--- config.mk ---
export PLATFORM = sky130hd
export DESIGN_NAME = crot_cell
export DESIGN_NICKNAME = d
export VERILOG_FILES = /design/src/crot_pkg.sv /design/src/crot_cell.sv
export SDC_FILE = /design/constraint.sdc
export NUM_CORES = 1
export LEC_CHECK = 0
export BUFFER_PORTS_ARGS = -buffer_cell sky130_fd_sc_hd__buf_2
export CORE_AREA = 2 2 112 114
export DETAILED_ROUTE_END_ITERATION = 8
export DIE_AREA = 0 0 114 116
export PLACE_DENSITY = 0.76
export SLEW_MARGIN = 10
export SYNTH_ARGS = -nofsm -noshare
export SYNTH_HDL_FRONTEND = slang
export SYNTH_SLANG_ARGS = --single-unit
--- constraint.sdc ---
create_clock -name clk -period 3 [get_ports clk]
set_input_delay 0.45 -clock clk [delete_from_list [all_inputs] [get_ports clk]]
set_output_delay 0.45 -clock clk [all_outputs]
set_load 0.02 [all_outputs]
--- src/crot_pkg.sv ---
// ----------------------------------------------------------------------------
// crot_pkg
// Types, codes and interval rules shared by the case range overlap table.
// ----------------------------------------------------------------------------
`timescale 1ns / 1ps

package crot_pkg;

    localparam int MAX_CASES = 64;

    localparam logic [1:0] MODE_CHECK = 2'd0;
    localparam logic [1:0] MODE_ADD   = 2'd1;
    localparam logic [1:0] MODE_CLEAR = 2'd2;

    localparam logic [1:0] KIND_VAL = 2'd0;
    localparam logic [1:0] KIND_MIN = 2'd1;
    localparam logic [1:0] KIND_MAX = 2'd2;
    localparam logic [1:0] KIND_RNG = 2'd3;

    typedef struct packed {
        logic [1:0]          mode;
        logic [1:0]          case_kind;
        logic signed [31:0]  low_bound;
        logic signed [31:0]  high_bound;
    } in_item_t;

    typedef struct packed {
        logic       overlap_found;
        logic [6:0] insert_position;
        logic       table_full;
        logic [6:0] entry_count;
    } result_t;

    typedef struct packed {
        logic [1:0]          kind;
        logic signed [31:0]  low;
        logic signed [31:0]  high;
    } entry_t;

    typedef struct packed {
        logic compare;
        logic load_new;
        logic take_prev;
    } cell_ctrl_t;

    typedef struct packed {
        logic overlap;
        logic above;
    } cell_flags_t;

    typedef enum logic {
        ST_IDLE,
        ST_SHIFT
    } state_t;

    // Does the new interval overlap a stored entry?
    function automatic logic overlaps(input entry_t n, input entry_t e, input logic exact);
        logic r;
        r = 1'b0;
        if (exact)
        begin
            r = (n.kind == KIND_VAL) && (e.kind == KIND_VAL) && (n.low == e.low);
        end
        else
        begin
            case (n.kind)
                KIND_VAL:
                begin
                    case (e.kind)
                        KIND_VAL: r = (n.low == e.low);
                        KIND_MIN: r = (n.low >= e.low);
                        KIND_MAX: r = (n.low <= e.high);
                        default:  r = (n.low >= e.low) && (n.low <= e.high);
                    endcase
                end
                KIND_MIN:
                begin
                    case (e.kind)
                        KIND_VAL: r = (n.low <= e.low);
                        KIND_MIN: r = 1'b1;
                        default:  r = (n.low <= e.high);
                    endcase
                end
                KIND_MAX:
                begin
                    case (e.kind)
                        KIND_MAX: r = 1'b1;
                        default:  r = (n.high >= e.low);
                    endcase
                end
                default:
                begin
                    case (e.kind)
                        KIND_VAL: r = (n.low <= e.low) && (n.high >= e.low);
                        KIND_MIN: r = (n.high >= e.low);
                        KIND_MAX: r = (n.low <= e.high);
                        default:  r = (n.low <= e.high) && (n.high >= e.low);
                    endcase
                end
            endcase
        end
        return r;
    endfunction

    // Does the stored entry sort above the new interval?
    function automatic logic entry_above(input entry_t n, input entry_t e);
        logic r;
        r = 1'b0;
        case (e.kind)
            KIND_VAL:
            begin
                case (n.kind)
                    KIND_VAL: r = (n.low < e.low);
                    KIND_MIN: r = 1'b0;
                    KIND_MAX: r = (e.low > n.high);
                    default:  r = !(e.low < n.low) && (e.low > n.high);
                endcase
            end
            KIND_MIN:
            begin
                case (n.kind)
                    KIND_VAL: r = (e.low > n.low);
                    KIND_MIN: r = 1'b0;
                    default:  r = (e.low > n.high);
                endcase
            end
            KIND_MAX:
            begin
                r = 1'b0;
            end
            default:
            begin
                case (n.kind)
                    KIND_VAL: r = !(e.high < n.low) && (e.low > n.low);
                    KIND_MIN: r = 1'b0;
                    KIND_MAX: r = (e.low > n.high);
                    default:  r = !(e.high < n.low) && (e.low > n.high);
                endcase
            end
        endcase
        return r;
    endfunction

endpackage

--- src/crot_cell.sv ---
// ----------------------------------------------------------------------------
// crot_cell
// One table slot: holds an interval, compares it with the broadcast item and
// shifts toward the next slot on insertion.
// ----------------------------------------------------------------------------
`timescale 1ns / 1ps

module crot_cell (
    input  logic                  clk,
    input  logic                  rst_n,
    input  crot_pkg::cell_ctrl_t  ctrl,
    input  logic                  exact_only,
    input  crot_pkg::entry_t      probe,
    input  crot_pkg::entry_t      new_entry,
    input  crot_pkg::entry_t      prev_entry,
    output crot_pkg::entry_t      entry,
    output crot_pkg::cell_flags_t flags
);

    crot_pkg::entry_t      entry_reg;
    crot_pkg::entry_t      entry_next;
    crot_pkg::cell_flags_t flags_reg;
    crot_pkg::cell_flags_t flags_next;

    always_comb
    begin
        entry_next = entry_reg;
        if (ctrl.load_new)
        begin
            entry_next = new_entry;
        end
        else if (ctrl.take_prev)
        begin
            entry_next = prev_entry;
        end
    end

    always_comb
    begin
        flags_next = flags_reg;
        if (ctrl.compare)
        begin
            flags_next.overlap = crot_pkg::overlaps(probe, entry_reg, exact_only);
            flags_next.above   = crot_pkg::entry_above(probe, entry_reg);
        end
    end

    always_ff @(posedge clk)
    begin
        entry_reg <= entry_next;
    end

    always_ff @(posedge clk or negedge rst_n)
    begin
        if (!rst_n)
        begin
            flags_reg <= '0;
        end
        else
        begin
            flags_reg <= flags_next;
        end
    end

    assign entry = entry_reg;
    assign flags = flags_reg;

endmodule

# Yosys cells after proc, flatten, opt, wreduce, memory -nomap -nowiden
# Index checks and enable logic that the tools add are counted.
# totals
inputBits	204
output_inout_bits	68
register_bits	68
# op_classes
eq_ne	5
n_lt_le_gt_ge	9
mux	12
n_reduce_logical	13
# ops
operator	n
$mux 66	2
$lt 32x32->1	3
$ge 32x32->1	2
$gt 32x32->1	2
$le 32x32->1	2
$eq 32x32->1	1
$pmux 1 s3	6
$logic_and 1x1->1	8
$eq 2x1->1 const B	2
$eq 2x2->1 const B	2
$logic_not 2->1	2
$pmux 1 s2	2
$logic_not 1->1	2
$mux 1	2
$reduce_bool 2->1	1

# Depth between registers and ports, before layout
# Gate-level depths: netlist (run 1).
# logic_depth
depth_word	5
ltp_mapped	11

# Least setup slack after synthesis (run 1)
# Ideal clock, no wire load.
# synth_timing
path_type	reg-to-reg
startpoint	register entry_reg, in the netlist entry[14]
endpoint	register flags_reg, in the netlist flags[1]
setup_slack_ps	242
path_buffers	0
required_time_ps	2857
arrival_ps	2615
stages_incl_launch_ff	11
cell_sequence	edfxtp_1 -> ha_1 -> a21oi_2 -> nand2_1 -> a221o_1 -> or3_1 -> a21oi_2 -> mux2i_1 -> a2111oi_2 -> o31ai_1 -> a41oi_1
# synth_via
elab_chain_len	5
word_cells_on_any_way	8
classes_between	1 x order compare; 5 x mux; 2 x reduce/logical
# synth_lines
element	line	text
start: declaration	crot_cell.sv:20	crot_pkg::entry_t entry_reg;
start signal: assignment	crot_cell.sv:50	entry_reg <= entry_next;
$le 32x32->1 (*)	--	
$logic_and 1x1->1, on equally long branches	crot_pkg.sv:97, crot_pkg.sv:73	
$pmux 1 s3, on equally long branches	crot_pkg.sv:93, crot_pkg.sv:69	
$pmux 1 s3 (*)	crot_pkg.sv:66	case (n.kind)
$mux 1 (*)	crot_pkg.sv:60	if (exact)
end signal: assignment	crot_cell.sv:61	flags_reg <= flags_next;
end: declaration	crot_cell.sv:22	crot_pkg::cell_flags_t flags_reg;
# Every way passes the cells marked *; elsewhere a longest branch is shown, timed or not.
# A chain may end at the register's enable or synchronous reset.

# Final worst setup path (run 1)
# layout_timing
startpoint	register entry_reg, in the netlist entry[47]
endpoint	register flags_reg, in the netlist flags[1]
# layout_via
elab_chain_len	5
word_cells_on_any_way	14
classes_between	3 x order compare; 1 x eq/ne; 6 x mux; 4 x reduce/logical
# layout_lines
element	line
$ge 32x32->1, or another cell as far along	--
$logic_and 1x1->1, on equally long branches	crot_pkg.sv:97, crot_pkg.sv:73, crot_pkg.sv:94
$pmux 1 s3, on equally long branches	crot_pkg.sv:93, crot_pkg.sv:69
$pmux 1 s3	crot_pkg.sv:66
$mux 1 (*)	crot_pkg.sv:60
# Marks and branches as above.

==> results_dict.tcl, run 1 <==
set metrics [dict create \
    place_inst 928 \
    crit_buf_inv 0 \
    syn_inst 504 \
    gp_congestion 0.974 \
    cts.sinks 68 \
    setup_viol 0 \
    cp_data_arrival_time_ns 3.09 \
    nets 1101 \
    rsz0062_at_grt "no" \
    critical_path_class "flip-flop to flip-flop" \
    fin_hold_ws_ns 0.404 \
    power_density_nw_per_um2 467 \
    power_mw 3.52 \
    drive_gt1_share_pct 47.7 \
    cp_cell_sequence "ha_1 -> nand4_1 -> or4_1 -> o22ai_1 -> nor2_2 -> a2111oi_4 -> o31ai_2 -> a41oi_2" \
    drc 0 \
    diodes 0 \
    slew_headroom_pct 59.8 \
    clkPwrFrac_pct 32.0 \
    num_rows 40 \
    antenna_found_initial 0 \
    grt_pass1_vias 5532 \
    final.setup.tns_ns 0 \
    grt_pass1_wl_mm 26.2 \
    max_cap_viol_count 0 \
    wire_per_inst_um 18.2 \
    layout_common_cells "buf_2, ha_1, inv_1" \
    worst_r2r_startpoint "entry[47]" \
    dr.pass1.iters 6 \
    largest_reg_flops 66 \
    synth_enable_flop_cells 66 \
    regToRegSetupSlack_ns 0.16 \
    fp.dieW_um 114 \
    die_area_sq_um 13200 \
    rr_worst_depth 8 \
    vias 5182 \
    vias_per_cell 5.49 \
    min_path_cells 2 \
    path_clk_slew_ns 0.06 \
    peakVddDrop_uv 412 \
    pwr-share-comb_pct 32.0 \
    detail-route-antenna-nets 0 \
    slowest_delay_ns 0.62 \
    startpoint_type "flip-flop" \
    gr-total-overflow 0 \
    p_int_mw 2.40 \
    final_common_cell "buf_2" \
    grt_usage_pct 25.7 \
    start_util_pct 46.1 \
    tightest_slew_ns 0.597 \
    fin_worst_skew_ns 0.00354 \
    synthToLayoutAreaGrowth_pct 37.4 \
    cts_buffer_depth 2 \
    min-delay-start "prev_entry[1]" \
    timing.final.crit_share_pct 94.7 \
    grt_max_degree 67 \
    postSynth.asyncResetShare_pct 2.94 \
    leakagePower_nw 3.83 \
    syn_nets 812 \
    die_h_um 116 \
    synth-main-ff-cell "edfxtp_1" \
    hpwl_mm 13.9 \
    cpMaxStageDelayCell "or4_1" \
    instances_no_fill 944 \
    drt-total-wl_mm 17.2 \
    clk_latency_ns 0.34 \
    synth_area_sq_um 5490 \
    critical_path_required_ns 3.25 \
    numPortBuffers 271 \
    r2r_end "flags[1]" \
    synth.distinct_cells 48 \
    critPathTopFamily "compound AO/OA/AOI/OAI gates" \
    ioPinCount 272 \
    h-tree-depth 3 \
    seq_power_share_pct 36.0 \
    core_area_sq_um 11900 \
    switchingPower_mw 1.12 \
    tritoncts "done" \
    fmax_mhz 352 \
    root_buffer "clkbuf_16" \
    avgSynthCellArea_sq_um 10.9 \
    numCtsBuffers 9 \
    synth_seq_area_share_pct 37.0 \
    ys_ff_latch 68 \
    outcome "finished clean" \
    end_kind "flip-flop" \
    post-route-min-period_ns 2.84 \
    drtIter0Drc 235 \
    min_to "entry[1]" \
    hp-class "primary input to flip-flop" \
    yosysWarningCount 0 \
    hold_viol 0 \
    path_max_fanout 4 \
    slew_violations 0 \
    p_sw_share_pct 31.8 \
]
==> per-stage QoR <==
| stage | setup WS [ns] | util [%] | instance area (sq um) |
|---|---|---|---|
| final | 0.160 | 63.3 | 7540 |
| after global routing | 0.00816 | 63.3 | 7540 |
| after CTS | 0.0568 | 62.4 | 7430 |
| after detailed placement | -0.202 | 59.7 | 7110 |
| after global placement | -0.0492 | 59.7 | 7110 |
| after floorplan | 0.242 | - | 5490 |
==> repair_timing <==
item                                    4_1_cts  5_1_grt
endpoints found under the setup margin        1        2
endpoints found under the hold margin         2        0
gates resized for setup                       1       18
buffers inserted                              0        0
pin swaps                                     0        2
hold buffers                                  1        0
==> worst reg2reg max path: cells and delay by family, from the launching register on <==
kind / cells / cell delay (ns)
adder cells (fa/ha/maj): 1 / 0.34
flip-flops: 1 / 0.46
AND/OR/NAND/NOR: 3 / 0.94
AO/OA/AOI/OAI: 4 / 1.01
==> cell type report <==
| cell class | instances | area [sq um] |
|---|---|---|
| fill | 944 | 4370 |
| clock buffer | 13 | 240 |
| tap | 147 | 184 |
| timing repair buffer | 285 | 1480 |
| multi-input combinational | 354 | 3270 |
| inverter | 75 | 282 |
| sequential | 68 | 2030 |
| clock inverter | 2 | 60.1 |
==> power groups by stage <==
stage	registers, mW	clock network, mW	logic, mW
floorplan	1.39	0	0.512
global placement	1.28	0	1.01
detailed placement	1.28	0	1.07
CTS	1.26	1.14	1.08
global route	1.28	1.18	1.24
finish	1.27	1.13	1.13
==> routing by layer <==
metal / GRT usage (%) / vias up / share of wire (%) / wire [um]
met5: 0 / - / 0 / 0
met4: 9.51 / 0 / 2.8 / 488
met3: 6.90 / 46 / 7.9 / 1350
met2: 50.9 / 280 / 53 / 9070
met1: 25.5 / 2389 / 36 / 6240
li1: - / 2467 / - / -
==> cell usage after synthesis, drive strengths merged (2+ instances only) <==
cell type  number  share of area, %
ha            104                24
inv            75               5.1
mux2           67                14
edfxtp         66                36
a21oi          31               3.0
nand2          25               1.7
nand4          19               2.2
o21ai          16               1.5
nand3          12               1.1
nor2           11              0.75
a21o            9               1.2
nor4            6              0.68
o211ai          5              0.68
a211oi          4              0.55
and4            4              0.64
clkbuf          4              0.27
a2111oi         3              0.59
a221o           3              0.55
a221oi          3              0.48
buf             3              0.21
nor2b           3              0.34
and3            2              0.23
dfrtp           2              0.91
nand3b          2              0.27
nor3            2              0.18
o21bai          2              0.27
o22ai           2              0.23
o31ai           2              0.27
==> kinds of logic (layout without fill, tap and decap cells) <==
family          after synthesis  count (layout)  share of synthesized area (%)
fa+ha+maj                   104             104                           23.7
mux                          68              68                           13.9
xor+xnor                      1               1                          0.160
simple gates                 91              91                           8.66
flops                        68              68                           37.0
buf+inv                      82             375                           5.61
compound gates               90              90                           10.9
==> how the worst max path moves through the flow <==
stage,startpoint,end,slack [ns],cells after the start
2_1_floorplan,entry[14],flags[1],0.24,10
3_3_place_gp,probe[37],flags[1],-0.05,12
3_5_place_dp,probe[37],flags[1],-0.20,12
4_1_cts,entry[5],flags[1],0.06,10
5_1_grt,entry[47],flags[1],0.008,11
6_report,entry[47],flags[1],0.16,8
(Power assumes the default switching activity.)
==> run 2: changes to the inputs <==
--- a/config.mk
+++ b/config.mk
@@ -6,10 +6,10 @@
 export NUM_CORES = 1
 export LEC_CHECK = 0
 export BUFFER_PORTS_ARGS = -buffer_cell sky130_fd_sc_hd__buf_2
-export CORE_AREA = 2 2 112 114
+export CORE_AREA = 2 2 163 85
 export DETAILED_ROUTE_END_ITERATION = 8
-export DIE_AREA = 0 0 114 116
-export PLACE_DENSITY = 0.76
+export DIE_AREA = 0 0 165 87
+export PLACE_DENSITY = 0.74
 export SLEW_MARGIN = 10
 export SYNTH_ARGS = -nofsm -noshare
 export SYNTH_HDL_FRONTEND = slang
==> constraint.sdc (replaced) <==
create_clock -name clk -period 2.3 [get_ports clk]
set_input_delay 0.345 -clock clk [delete_from_list [all_inputs] [get_ports clk]]
set_output_delay 0.345 -clock clk [all_outputs]
set_load 0.02 [all_outputs]
==> results_dict.tcl, run 2 (synthesized netlist as in run 1, its figures left out) <==
set metrics [dict create \
    drtIter0Drc 316 \
    placedInstanceArea_sq_um 7760 \
    path_clk_slew_ns 0.06 \
    fin_ws_ns -0.460 \
    clk_latency_ns 0.33 \
    fmax_mhz 362 \
    leakagePower_nw 4.24 \
    path_max_fanout 4 \
    end_kind "flip-flop" \
    final_common_cell "buf_2" \
    violations "setup timing" \
    ioPinCount 272 \
    timing.final.crit_share_pct 120 \
    vias_per_cell 5.02 \
    slew_headroom_pct 67.6 \
    post-route-util_pct 63.7 \
    hpwl_mm 14.7 \
    gp_congestion 0.884 \
    rsz0062_at_grt "yes" \
    slew_violations 0 \
    hp-class "primary input to flip-flop" \
    die_area_sq_um 14400 \
    grt_usage_pct 23.9 \
    h-tree-depth 3 \
    layout_common_cells "buf_2, ha_1, buf_4" \
    vias 5296 \
    fin_worst_skew_ns 0.00480 \
    num_rows 30 \
    grt_max_degree 42 \
    critical_path_required_ns 2.49 \
    numCtsBuffers 9 \
    regToRegSetupSlack_ns -0.46 \
    tritoncts "done" \
    grt_pass1_vias 4970 \
    min_path_cells 2 \
    detail-route-antenna-nets 0 \
    root_buffer "clkbuf_16" \
    gr-total-overflow 0 \
    diodes 0 \
    instances_no_fill 1054 \
    cts_buffer_depth 2 \
    cts.sinks 68 \
    synthToLayoutAreaGrowth_pct 51.9 \
    place_inst 1030 \
    antenna_found_initial 1 \
    cp_data_arrival_time_ns 2.95 \
    drive_gt1_share_pct 55.0 \
    core_area_sq_um 13100 \
    die_h_um 87 \
    nets 1181 \
    power_density_nw_per_um2 571 \
    min_to "entry[56]" \
    finalInstanceArea_sq_um 8340 \
    worst_r2r_startpoint "entry[1]" \
    pre_cts_slack_ns -0.623 \
    grt_pass1_wl_mm 25.9 \
    dr.pass1.iters 5 \
    hold_viol 0 \
    outcome "complete, but fails checks" \
    rr_worst_depth 10 \
    tightest_slew_ns 0.486 \
    drt-total-wl_mm 17.6 \
    numPortBuffers 271 \
    peakVddDrop_uv 460 \
    r2r_end "flags[1]" \
    max_cap_viol_count 0 \
    start_util_pct 41.9 \
    min-delay-start "prev_entry[56]" \
    critical_path_class "flip-flop to flip-flop" \
    startpoint_type "flip-flop" \
    fp.dieW_um 165 \
    largest_reg_flops 66 \
    setup_viol 2 \
    drc 0 \
    wire_per_inst_um 16.7 \
    post-route-min-period_ns 2.76 \
]
[run 2: cell types whose count changed in the layout (fill, tap and decap cells not counted), moves of 3 or more]
| cell | before | now |
|---|---|---|
| ha_1 | 101 | 96 |
| o21ai_1 | 1 | 5 |
| buf_4 | 12 | 90 |
| o21ai_0 | 14 | 9 |
| ha_4 | 3 | 8 |
| clkinv_2 | 0 | 3 |
[run 2: layout make-up]
type | count | area [sq um]
multi-input combinational | 354 | 3440
timing repair buffer | 365 | 2080
tap | 176 | 220
clock buffer | 11 | 233
sequential | 68 | 2030
inverter | 75 | 282
clock inverter | 5 | 52.6
fill | 1077 | 4760
[run 2: worst max path at each step]
stage | slack (ns) | start | endpoint | cells after the start
after floorplan | -0.37 | entry[13] | flags[1] | 10
after global placement | -0.70 | probe[37] | flags[0] | 13
after detailed placement | -0.62 | probe[37] | flags[1] | 12
after CTS | -0.44 | entry[1] | flags[1] | 10
after global routing | -0.57 | entry[1] | flags[1] | 10
final | -0.46 | entry[1] | flags[1] | 10
[run 2: through the flow]
stage / setup TNS, ns / hold slack (ns) / power, mW
2_1_floorplan: -0.471 / 0.0494 / 2.50
3_3_place_gp: -1.36 / 0.138 / 3.24
3_5_place_dp: -1.20 / 0.140 / 3.27
4_1_cts: -0.726 / 0.306 / 4.75
5_1_grt: -1.04 / 0.301 / 5.04
6_report: -0.833 / 0.315 / 4.77
[run 2: worst max-delay path, cell delays in order, from the launching register on]
cell       delay [ns]
edfxtp_1         0.46
ha_4             0.25
nor2b_1          0.13
o211ai_1         0.27
a2111oi_4        0.14
or3_4            0.41
a21oi_4          0.20
mux2i_4          0.35
a2111oi_4        0.11
o31ai_1          0.24
a41oi_1          0.06
[run 2: power breakdown]
part           total, mW  internal, mW  switching [mW]
logic               1.76         0.857           0.903
clock network       1.36         0.835           0.528
registers           1.64          1.53           0.114
[run 2: timing repair]
| item | 4_1_cts | 5_1_grt |
|---|---|---|
| setup endpoints to repair | 2 | 2 |
| endpoints found under the hold margin | 2 | 0 |
| resized for setup | 33 | 10 |
| buffers inserted | 6 | 2 |
| hold buffers | 1 | 0 |
| pin swaps | 24 | 8 |
[run 2: routing by layer]
metal / global-route usage (%) / wire length, um / vias to the layer above
li1: - / - / 2630
met1: 35.4 / 8610 / 2449
met2: 35.9 / 7400 / 209
met3: 6.38 / 1520 / 6
met4: 3.08 / 67 / 2
met5: 0 / 11 / -
